--- src/ppcd_pkg.sv ---
`timescale 1ns / 1ps

package ppcd_pkg;

  localparam int unsigned FrameWidthDefault  = 256;
  localparam int unsigned FrameHeightDefault = 240;

  localparam int unsigned AddrW  = 16;
  localparam int unsigned CodeW  = 8;
  localparam int unsigned ChanW  = 8;
  localparam int unsigned MaskW  = 8;
  localparam int unsigned PalW   = 6;

  // mask bit positions
  localparam int unsigned MaskGrey  = 0;
  localparam int unsigned MaskEmphR = 5;
  localparam int unsigned MaskEmphG = 6;
  localparam int unsigned MaskEmphB = 7;

  // weighted sums and scaled channels stay below 2**15
  localparam int unsigned WideW = 15;

  localparam logic [WideW-1:0] LumaR     = 15'd30;
  localparam logic [WideW-1:0] LumaG     = 15'd59;
  localparam logic [WideW-1:0] LumaB     = 15'd11;
  localparam logic [WideW-1:0] GainBoost = 15'd115;
  localparam logic [WideW-1:0] GainCut   = 15'd85;
  localparam logic [ChanW-1:0] ChanMax   = 8'd255;

  // x / 100 for x < 2**15 as (x * 5243) >> 19
  localparam int unsigned       Div100W     = 13;
  localparam logic [Div100W-1:0] Div100Mul  = 13'd5243;
  localparam int unsigned       Div100Shift = 19;
  localparam int unsigned       Div100ProdW = WideW + Div100W;

  typedef logic [AddrW-1:0] addr_t;
  typedef logic [CodeW-1:0] code_t;
  typedef logic [ChanW-1:0] chan_t;
  typedef logic [MaskW-1:0] mask_t;

  typedef struct packed {
    chan_t r;
    chan_t g;
    chan_t b;
  } rgb_t;

  function automatic rgb_t palette_lookup(input logic [PalW-1:0] code);
    rgb_t c;
    case (code)
      6'd0:  c = '{8'd84,  8'd84,  8'd84};
      6'd1:  c = '{8'd0,   8'd30,  8'd116};
      6'd2:  c = '{8'd8,   8'd16,  8'd144};
      6'd3:  c = '{8'd48,  8'd0,   8'd136};
      6'd4:  c = '{8'd68,  8'd0,   8'd100};
      6'd5:  c = '{8'd92,  8'd0,   8'd48};
      6'd6:  c = '{8'd84,  8'd4,   8'd0};
      6'd7:  c = '{8'd60,  8'd24,  8'd0};
      6'd8:  c = '{8'd32,  8'd42,  8'd0};
      6'd9:  c = '{8'd8,   8'd58,  8'd0};
      6'd10: c = '{8'd0,   8'd64,  8'd0};
      6'd11: c = '{8'd0,   8'd60,  8'd0};
      6'd12: c = '{8'd0,   8'd50,  8'd60};
      6'd13: c = '{8'd0,   8'd0,   8'd0};
      6'd14: c = '{8'd0,   8'd0,   8'd0};
      6'd15: c = '{8'd0,   8'd0,   8'd0};
      6'd16: c = '{8'd152, 8'd150, 8'd152};
      6'd17: c = '{8'd8,   8'd76,  8'd196};
      6'd18: c = '{8'd48,  8'd50,  8'd236};
      6'd19: c = '{8'd92,  8'd30,  8'd228};
      6'd20: c = '{8'd136, 8'd20,  8'd176};
      6'd21: c = '{8'd160, 8'd20,  8'd100};
      6'd22: c = '{8'd152, 8'd34,  8'd32};
      6'd23: c = '{8'd120, 8'd60,  8'd0};
      6'd24: c = '{8'd84,  8'd90,  8'd0};
      6'd25: c = '{8'd40,  8'd114, 8'd0};
      6'd26: c = '{8'd8,   8'd124, 8'd0};
      6'd27: c = '{8'd0,   8'd118, 8'd40};
      6'd28: c = '{8'd0,   8'd102, 8'd120};
      6'd29: c = '{8'd0,   8'd0,   8'd0};
      6'd30: c = '{8'd0,   8'd0,   8'd0};
      6'd31: c = '{8'd0,   8'd0,   8'd0};
      6'd32: c = '{8'd236, 8'd238, 8'd236};
      6'd33: c = '{8'd76,  8'd154, 8'd236};
      6'd34: c = '{8'd120, 8'd124, 8'd236};
      6'd35: c = '{8'd176, 8'd98,  8'd236};
      6'd36: c = '{8'd228, 8'd84,  8'd236};
      6'd37: c = '{8'd236, 8'd88,  8'd180};
      6'd38: c = '{8'd236, 8'd106, 8'd100};
      6'd39: c = '{8'd212, 8'd136, 8'd32};
      6'd40: c = '{8'd160, 8'd170, 8'd0};
      6'd41: c = '{8'd116, 8'd196, 8'd0};
      6'd42: c = '{8'd76,  8'd208, 8'd32};
      6'd43: c = '{8'd56,  8'd204, 8'd108};
      6'd44: c = '{8'd56,  8'd180, 8'd204};
      6'd45: c = '{8'd60,  8'd60,  8'd60};
      6'd46: c = '{8'd0,   8'd0,   8'd0};
      6'd47: c = '{8'd0,   8'd0,   8'd0};
      6'd48: c = '{8'd236, 8'd238, 8'd236};
      6'd49: c = '{8'd168, 8'd204, 8'd236};
      6'd50: c = '{8'd188, 8'd188, 8'd236};
      6'd51: c = '{8'd212, 8'd178, 8'd236};
      6'd52: c = '{8'd236, 8'd174, 8'd236};
      6'd53: c = '{8'd236, 8'd174, 8'd212};
      6'd54: c = '{8'd236, 8'd180, 8'd176};
      6'd55: c = '{8'd228, 8'd196, 8'd144};
      6'd56: c = '{8'd204, 8'd210, 8'd120};
      6'd57: c = '{8'd180, 8'd222, 8'd120};
      6'd58: c = '{8'd168, 8'd226, 8'd144};
      6'd59: c = '{8'd152, 8'd226, 8'd180};
      6'd60: c = '{8'd160, 8'd214, 8'd228};
      6'd61: c = '{8'd160, 8'd162, 8'd160};
      6'd62: c = '{8'd0,   8'd0,   8'd0};
      6'd63: c = '{8'd0,   8'd0,   8'd0};
      default: c = '0;
    endcase
    return c;
  endfunction

  // truncated x / 100 for x < 2**15
  function automatic logic [8:0] div100(input logic [WideW-1:0] x);
    logic [Div100ProdW-1:0] p;
    p = Div100ProdW'(x) * Div100ProdW'(Div100Mul);
    return p[Div100Shift +: 9];
  endfunction

endpackage

--- src/ppcd_if.sv ---
`timescale 1ns / 1ps

interface ppcd_pix_if import ppcd_pkg::*; ();
  logic  valid;
  logic  ready;
  addr_t write_address;
  code_t color_code;

  modport source (output valid, output write_address, output color_code, input ready);
  modport sink   (input valid, input write_address, input color_code, output ready);
endinterface

interface ppcd_rgb_if import ppcd_pkg::*; ();
  logic  valid;
  logic  ready;
  addr_t target_pixel;
  chan_t red;
  chan_t green;
  chan_t blue;

  modport source (output valid, output target_pixel, output red, output green, output blue,
                  input ready);
  modport sink   (input valid, input target_pixel, input red, input green, input blue,
                  output ready);
endinterface

interface ppcd_cfg_if import ppcd_pkg::*; ();
  logic  valid;
  logic  ready;
  mask_t display_mask;

  modport source (output valid, output display_mask, input ready);
  modport sink   (input valid, input display_mask, output ready);
endinterface

--- src/palette_pixel_color_decoder_core.sv ---
`timescale 1ns / 1ps
// Channel  Role    Payload
// pix_i    sink    write_address, color_code
// res_o    source  target_pixel, red, green, blue
// cfg_i    sink    display_mask (always ready)
//
// One transfer per clock in and out while res_o.ready is high.
// Four register stages: address reciprocal multiply and palette/luma, quotient
// multiply and luma divide, remainder and channel gain, correction and divide.
// Reset clears the stage valid bits and the display mask.
// A stall on res_o fills empty stages first; pix_i.ready drops only when all are full.

module palette_pixel_color_decoder_core import ppcd_pkg::*; #(
  parameter int unsigned FRAME_WIDTH  = FrameWidthDefault,
  parameter int unsigned FRAME_HEIGHT = FrameHeightDefault
) (
  input  logic           clk_i,
  input  logic           rst_ni,
  ppcd_pix_if.sink       pix_i,
  ppcd_rgb_if.source     res_o,
  ppcd_cfg_if.sink       cfg_i
);

  localparam int unsigned Stages = 4;
  localparam int unsigned Area   = FRAME_WIDTH * FRAME_HEIGHT;
  localparam int unsigned AreaW  = AddrW + 1;
  localparam logic [AreaW-1:0] AreaC = AreaW'(Area);
  localparam int unsigned RecipW = 2 * AddrW + 1;
  localparam logic [63:0] RecipFull = (64'd1 << (2 * AddrW)) / 64'(Area);
  localparam logic [RecipW-1:0] Recip = RecipFull[RecipW-1:0];
  localparam int unsigned ProdW  = AddrW + RecipW;
  localparam int unsigned QaW    = AddrW + AreaW;

  logic [Stages-1:0] valid_q, valid_d, adv;
  mask_t mask_q;

  addr_t             addr1_q, addr2_q;
  logic [ProdW-1:0]  prod1_q;
  rgb_t              rgb1_q, rgb2_q, chan3_q;
  logic [WideW-1:0]  luma1_q;
  addr_t             qa2_q, rem3_q, idx4_q;
  chan_t             grey2_q;
  logic [WideW-1:0]  sr3_q, sg3_q, sb3_q;
  rgb_t              out4_q;

  rgb_t              rgb1_d, chan3_d, out4_d;
  logic [WideW-1:0]  luma1_d;
  logic [QaW-1:0]    qa2_full;
  addr_t             idx4_d;
  logic              emph_any;
  logic [8:0]        qr, qg, qb;

  assign cfg_i.ready = 1'b1;

  always_ff @(posedge clk_i or negedge rst_ni) begin
    if (!rst_ni) begin
      mask_q <= '0;
    end else if (cfg_i.valid) begin
      mask_q <= cfg_i.display_mask;
    end
  end

  always_comb begin
    adv[Stages-1] = !valid_q[Stages-1] || res_o.ready;
    for (int k = Stages - 2; k >= 0; k--) begin
      adv[k] = !valid_q[k] || adv[k+1];
    end
    valid_d[0] = adv[0] ? pix_i.valid : valid_q[0];
    for (int k = 1; k < Stages; k++) begin
      valid_d[k] = adv[k] ? valid_q[k-1] : valid_q[k];
    end
  end

  assign pix_i.ready = adv[0];

  always_ff @(posedge clk_i or negedge rst_ni) begin
    if (!rst_ni) begin
      valid_q <= '0;
    end else begin
      valid_q <= valid_d;
    end
  end

  // stage 1: reciprocal multiply, palette and luma sum
  always_comb begin
    rgb1_d  = palette_lookup(pix_i.color_code[PalW-1:0]);
    luma1_d = WideW'(rgb1_d.r) * LumaR + WideW'(rgb1_d.g) * LumaG
            + WideW'(rgb1_d.b) * LumaB;
  end

  always_ff @(posedge clk_i) begin
    if (adv[0]) begin
      addr1_q <= pix_i.write_address;
      prod1_q <= ProdW'(pix_i.write_address) * ProdW'(Recip);
      rgb1_q  <= rgb1_d;
      luma1_q <= luma1_d;
    end
  end

  // stage 2: quotient times area, grey level
  assign qa2_full = QaW'(prod1_q[2*AddrW +: AddrW]) * QaW'(AreaC);

  always_ff @(posedge clk_i) begin
    if (adv[1]) begin
      addr2_q <= addr1_q;
      qa2_q   <= qa2_full[AddrW-1:0];
      rgb2_q  <= rgb1_q;
      grey2_q <= ChanW'(div100(luma1_q));
    end
  end

  // stage 3: raw remainder, channel select and gain
  assign emph_any = mask_q[MaskEmphR] || mask_q[MaskEmphG] || mask_q[MaskEmphB];

  always_comb begin
    if (mask_q[MaskGrey]) begin
      chan3_d = '{grey2_q, grey2_q, grey2_q};
    end else begin
      chan3_d = rgb2_q;
    end
  end

  always_ff @(posedge clk_i) begin
    if (adv[2]) begin
      rem3_q  <= addr2_q - qa2_q;
      chan3_q <= chan3_d;
      sr3_q   <= WideW'(chan3_d.r) * (mask_q[MaskEmphR] ? GainBoost : GainCut);
      sg3_q   <= WideW'(chan3_d.g) * (mask_q[MaskEmphG] ? GainBoost : GainCut);
      sb3_q   <= WideW'(chan3_d.b) * (mask_q[MaskEmphB] ? GainBoost : GainCut);
    end
  end

  // stage 4: remainder correction; divide and saturate when any emphasis bit is set, else pass the channels
  always_comb begin
    qr = div100(sr3_q);
    qg = div100(sg3_q);
    qb = div100(sb3_q);
    if (AreaW'(rem3_q) >= AreaC) begin
      idx4_d = AddrW'(AreaW'(rem3_q) - AreaC);
    end else begin
      idx4_d = rem3_q;
    end
    if (emph_any) begin
      out4_d.r = qr[8] ? ChanMax : qr[ChanW-1:0];
      out4_d.g = qg[8] ? ChanMax : qg[ChanW-1:0];
      out4_d.b = qb[8] ? ChanMax : qb[ChanW-1:0];
    end else begin
      out4_d = chan3_q;
    end
  end

  always_ff @(posedge clk_i) begin
    if (adv[3]) begin
      idx4_q <= idx4_d;
      out4_q <= out4_d;
    end
  end

  assign res_o.valid        = valid_q[Stages-1];
  assign res_o.target_pixel = idx4_q;
  assign res_o.red          = out4_q.r;
  assign res_o.green        = out4_q.g;
  assign res_o.blue         = out4_q.b;

`ifndef ASSERT_OFF
  a_index_in_frame: assert property (@(posedge clk_i) disable iff (!rst_ni)
    res_o.valid |-> AreaW'(res_o.target_pixel) < AreaC)
    else $error("pixel index outside frame");

  a_grey_equal: assert property (@(posedge clk_i) disable iff (!rst_ni)
    (res_o.valid && mask_q[MaskGrey] && !emph_any) |->
      (res_o.red == res_o.green && res_o.green == res_o.blue))
    else $error("grey output channels differ");

  a_stall_full: assert property (@(posedge clk_i) disable iff (!rst_ni)
    !pix_i.ready |-> (&valid_q && !res_o.ready))
    else $error("input held back with room in pipeline");

  a_enter: assert property (@(posedge clk_i) disable iff (!rst_ni)
    (pix_i.valid && pix_i.ready) |=> valid_q[0])
    else $error("accepted transfer lost at first stage");
`endif

endmodule
--- src/flat_wrapper.sv ---
// flat-port wrapper written by rule: the top's interface ports become plain ports
module palette_pixel_color_decoder_core_flat import ppcd_pkg::*;
#(
  parameter int unsigned FRAME_WIDTH  = FrameWidthDefault,
  parameter int unsigned FRAME_HEIGHT = FrameHeightDefault
)
  (clk_i, rst_ni, pix_i_valid, pix_i_write_address, pix_i_color_code, pix_i_ready, res_o_valid, res_o_target_pixel, res_o_red, res_o_green, res_o_blue, res_o_ready, cfg_i_valid, cfg_i_display_mask, cfg_i_ready);
  ppcd_pix_if pix_i_i ();
  ppcd_rgb_if res_o_i ();
  ppcd_cfg_if cfg_i_i ();
  input  logic clk_i;
  input  logic rst_ni;
  input wire logic [$bits(pix_i_i.valid)-1:0] pix_i_valid;
  input wire logic [$bits(pix_i_i.write_address)-1:0] pix_i_write_address;
  input wire logic [$bits(pix_i_i.color_code)-1:0] pix_i_color_code;
  output wire logic [$bits(pix_i_i.ready)-1:0] pix_i_ready;
  output wire logic [$bits(res_o_i.valid)-1:0] res_o_valid;
  output wire logic [$bits(res_o_i.target_pixel)-1:0] res_o_target_pixel;
  output wire logic [$bits(res_o_i.red)-1:0] res_o_red;
  output wire logic [$bits(res_o_i.green)-1:0] res_o_green;
  output wire logic [$bits(res_o_i.blue)-1:0] res_o_blue;
  input wire logic [$bits(res_o_i.ready)-1:0] res_o_ready;
  input wire logic [$bits(cfg_i_i.valid)-1:0] cfg_i_valid;
  input wire logic [$bits(cfg_i_i.display_mask)-1:0] cfg_i_display_mask;
  output wire logic [$bits(cfg_i_i.ready)-1:0] cfg_i_ready;
  assign pix_i_i.valid = pix_i_valid;
  assign pix_i_i.write_address = pix_i_write_address;
  assign pix_i_i.color_code = pix_i_color_code;
  assign pix_i_ready = pix_i_i.ready;
  assign res_o_valid = res_o_i.valid;
  assign res_o_target_pixel = res_o_i.target_pixel;
  assign res_o_red = res_o_i.red;
  assign res_o_green = res_o_i.green;
  assign res_o_blue = res_o_i.blue;
  assign res_o_i.ready = res_o_ready;
  assign cfg_i_i.valid = cfg_i_valid;
  assign cfg_i_i.display_mask = cfg_i_display_mask;
  assign cfg_i_ready = cfg_i_i.ready;
  palette_pixel_color_decoder_core #(.FRAME_WIDTH(FRAME_WIDTH), .FRAME_HEIGHT(FRAME_HEIGHT)) u_core (.clk_i(clk_i), .rst_ni(rst_ni), .pix_i(pix_i_i), .res_o(res_o_i), .cfg_i(cfg_i_i));
endmodule
--- config.mk ---
export PLATFORM = sky130hd
export DESIGN_NAME = palette_pixel_color_decoder_core_flat
export DESIGN_NICKNAME = d
export VERILOG_FILES = /design/src/ppcd_pkg.sv /design/src/ppcd_if.sv /design/src/palette_pixel_color_decoder_core.sv /design/src/flat_wrapper.sv
export SDC_FILE = /design/constraint.sdc
export NUM_CORES = 2
export LEC_CHECK = 0
export ABC_AREA = 1
export BUFFER_PORTS_ARGS = -buffer_cell sky130_fd_sc_hd__buf_2
export CORE_ASPECT_RATIO = 1.75
export CORE_MARGIN = 8
export CORE_UTILIZATION = 60
export DETAILED_ROUTE_END_ITERATION = 6
export PLACE_DENSITY = 0.86
export SLEW_MARGIN = 10
export SYNTH_ARGS = -nofsm -noshare
export SYNTH_HDL_FRONTEND = slang
export SYNTH_SLANG_ARGS = --single-unit
--- constraint.sdc ---
create_clock -name clk_i -period 8.9 [get_ports clk_i]
set_input_delay 1.78 -clock clk_i [delete_from_list [all_inputs] [get_ports clk_i]]
set_output_delay 1.78 -clock clk_i [all_outputs]
set_load 0.005 [all_outputs]
==> run summary <==
Status = finished with violations
CTS clk-pin slew, worst paths = 0.07 ns
Clock tree from TritonCTS = done
Crit path DAT = 8.10 ns
Core Area = 0.0542 mm^2
Achievable clock frequency = 128 MHz
H-tree depth = 1
Initial Utilization = 0.606
Gr usage total = 0.273
Hold depth = 0
Post-route minimum period = 7.80 ns
Nets = 4801
Total Wirelength = 83.4 mm
R2R Setup Slk = 3.60 ns
Setup TNS = 0 ns
Post_cts resized = 0
DIE WIDTH = 193 um
Syn. warnings = 0
Post-synth ARST share = 0.0364
Max Cap Viol = 0
Main area contributors after synthesis = ha_1, fa_1, edfxtp_1
Cell Rows = 113
Number of global-route vias before repair = 28100
Initial DRC count = 1244
Reg2reg start = u_core.sg3_q[8]
Synth area leader = ha_1
Crit path kind = input pin to flip-flop
CP Capture Type = flip-flop
Crit-path slowest cell = a211oi_1
Initial antenna violation count = 0
Post-CTS Setup Inserts = 0
First-pass GRT wire length = 135 mm
DIE AREA = 0.0627 mm^2
Finished Cell Area = 0.0350 mm^2
Inserted Clock Buffers = 22
Critical Path RT = 9.21 ns
Ratio of final minimum period to clock period = 0.876
Worst Max-Slew Pin Slew = 1.04 ns
R2R Path End = u_core.res_o.green[4]
RePlAce Congestion = 0.990
Setup Skew = 0.0416 ns
Prevailing post-synth register cell = edfxtp_1
Crit. Startpoint = pix_i_color_code[0]
Clock sinks = 220
Startpoint Class = input pin
Largest net degree at the start of global routing = 64
CP bufs+invs = 7
Final setup fails = 0
Drt drc = 1
Syn Std Cell Area = 0.0328 mm^2
Worst reg-to-reg path cell count = 19
Skew-Pair Late Insertion Delay = 0.56 ns
GRT overflow = 0
Number of synthesized register bits = 220
Syn avg cell area = 9.12 um^2
Tightest hold margin = 0.418 ns
DR vias/cell = 5.66
# diodes = 0
Final hold violation count = 0
CP Max Fanout = 8
Port bufs = 72
Worst Hold Launch = u_core.rem3_q[1]
EDFF count, synth = 212
Area grow syn2layout = 6.80%
Sequential area share after synthesis = 0.200
Max transition margin = 0.306
Ratio of cells with drive above 1 in the final layout = 0.0441
CTS Buffer Depth = 3
Netlist cell types = 51
Failing checks = DRC
Synth top area share = 0.245
Synthesized netlist cell count = 3595
Vias post-DR = 25100
DP Area = 0.0343 mm^2
Final Non-Filler Cells = 4429
DPL Wire Length = 71.1 mm
Inst Count DP = 4389
Root Driver = clkbuf_16
Tightest Hold Check Type = flip-flop to flip-flop
Pre-antenna DRT Iters = 7
Die extent in y = 325 um
Final antenna-violating net count = 0
RSZ-0062 raised after global routing = no
Slew Limit Fails = 0
Cell family with most CP delay = adder cells
Hold endpoint = u_core.res_o.target_pixel[1]
WL/cell = 18.8 um
Boundary Pins = 80
CP max stage delay = 0.69 ns
Cts hold-fix bufs = 0
-- registers in the layout, indices dropped and copies added, names as in the netlist --
name                       count
u_core.rem3_q                 16
u_core.sb3_q                  15
u_core.res_o.blue              8
u_core.rgb2_q                 19
u_core.rgb1_q                 18
u_core.qa2_q                   1
u_core.luma1_q                14
u_core.grey2_q                 8
u_core.prod1_q                 1
u_core.res_o.green             8
u_core.sg3_q                  14
u_core.addr1_q                16
u_core.mask_q                  4
u_core.valid_q                 4
u_core.res_o.red               8
u_core.chan3_q                20
u_core.sr3_q                  14
u_core.res_o.target_pixel     16
u_core.addr2_q                16
-- layout make-up --
type	instances	area [um^2]
clock buffer	27	599
clock inverter	13	161
fill	4163	19100
inverter	897	3370
multi-input combinational	2472	22800
sequential	220	6570
tap	690	863
timing repair buffer	110	646
-- stage by stage --
| stage | worst slack [ns] | utilization |
|---|---|---|
| 3_5_place_dp | 0.576 | 0.633 |
| 2_1_floorplan | 1.40 | - |
| 6_report | 1.10 | 0.647 |
| 5_1_grt | 0.598 | 0.647 |
| 3_3_place_gp | 0.616 | 0.633 |
| 4_1_cts | 1.15 | 0.647 |
-- cell usage in the layout, fill, tap and decap left out, types with 41 or more instances in the layout --
master,instances
a21oi_1,182
buf_2,72
edfxtp_1,212
fa_1,398
ha_1,643
inv_1,888
nand2_1,525
nand3_1,113
nand4_1,41
nor2_1,229
o21ai_0,89
xor2_1,48
-- cells in the mapped netlist, types with 2 or more instances --
master    instances
xnor2_1          23
conb_1            2
buf_1             3
and2_1            6
buf_2             8
a21boi_0          9
o21ai_0          89
fa_1            398
o22ai_1           4
ha_1            643
nor2_1          229
o21ai_1           3
clkbuf_1         12
nor4_1            3
nand4_1          41
edfxtp_1        212
nand3b_1          4
o211ai_1         10
dfrtp_1           8
buf_4             2
o221ai_1          3
o21a_1            7
nand2_1         526
xor2_1           48
a31oi_1           6
nand3_1         113
clkinv_1          3
nor3_1           31
or2_2             2
a221oi_1          2
o21bai_1         37
or2_1             2
o31ai_1           3
a211oi_1          2
a21o_1           10
a21oi_1         182
inv_2             3
inv_1           891
nor2_2            3
-- how the worst max path moves through the flow --
stage                          to  cells after the start
3_5_place_dp   u_core.luma1_q[12]                     27
4_1_cts        u_core.luma1_q[14]                     27
5_1_grt        u_core.luma1_q[14]                     32
6_report       u_core.luma1_q[14]                     32
2_1_floorplan  u_core.luma1_q[14]                     24
3_3_place_gp   u_core.luma1_q[12]                     27
-- routing by layer --
metal / part of all wire / track usage / up-vias
met5: 0 / 0 / -
met4: 0.085 / 0.201 / 0
met3: 0.046 / 0.0363 / 424
met2: 0.54 / 0.514 / 891
met1: 0.33 / 0.261 / 12100
li1: - / - / 11700
-- cells by family after synthesis --
logic type,after synthesis,synth area share
simple gates,964,0.121
other cells,2,0.000229
mux,1,0.000343
flops,220,0.200
compound gates,373,0.0645
xor+xnor,71,0.0190
buf+inv,923,0.106
fa+ha+maj,1041,0.488
Power is not shown: default switching activity piles up to over one toggle a cycle in this logic, so the estimate is an artifact.
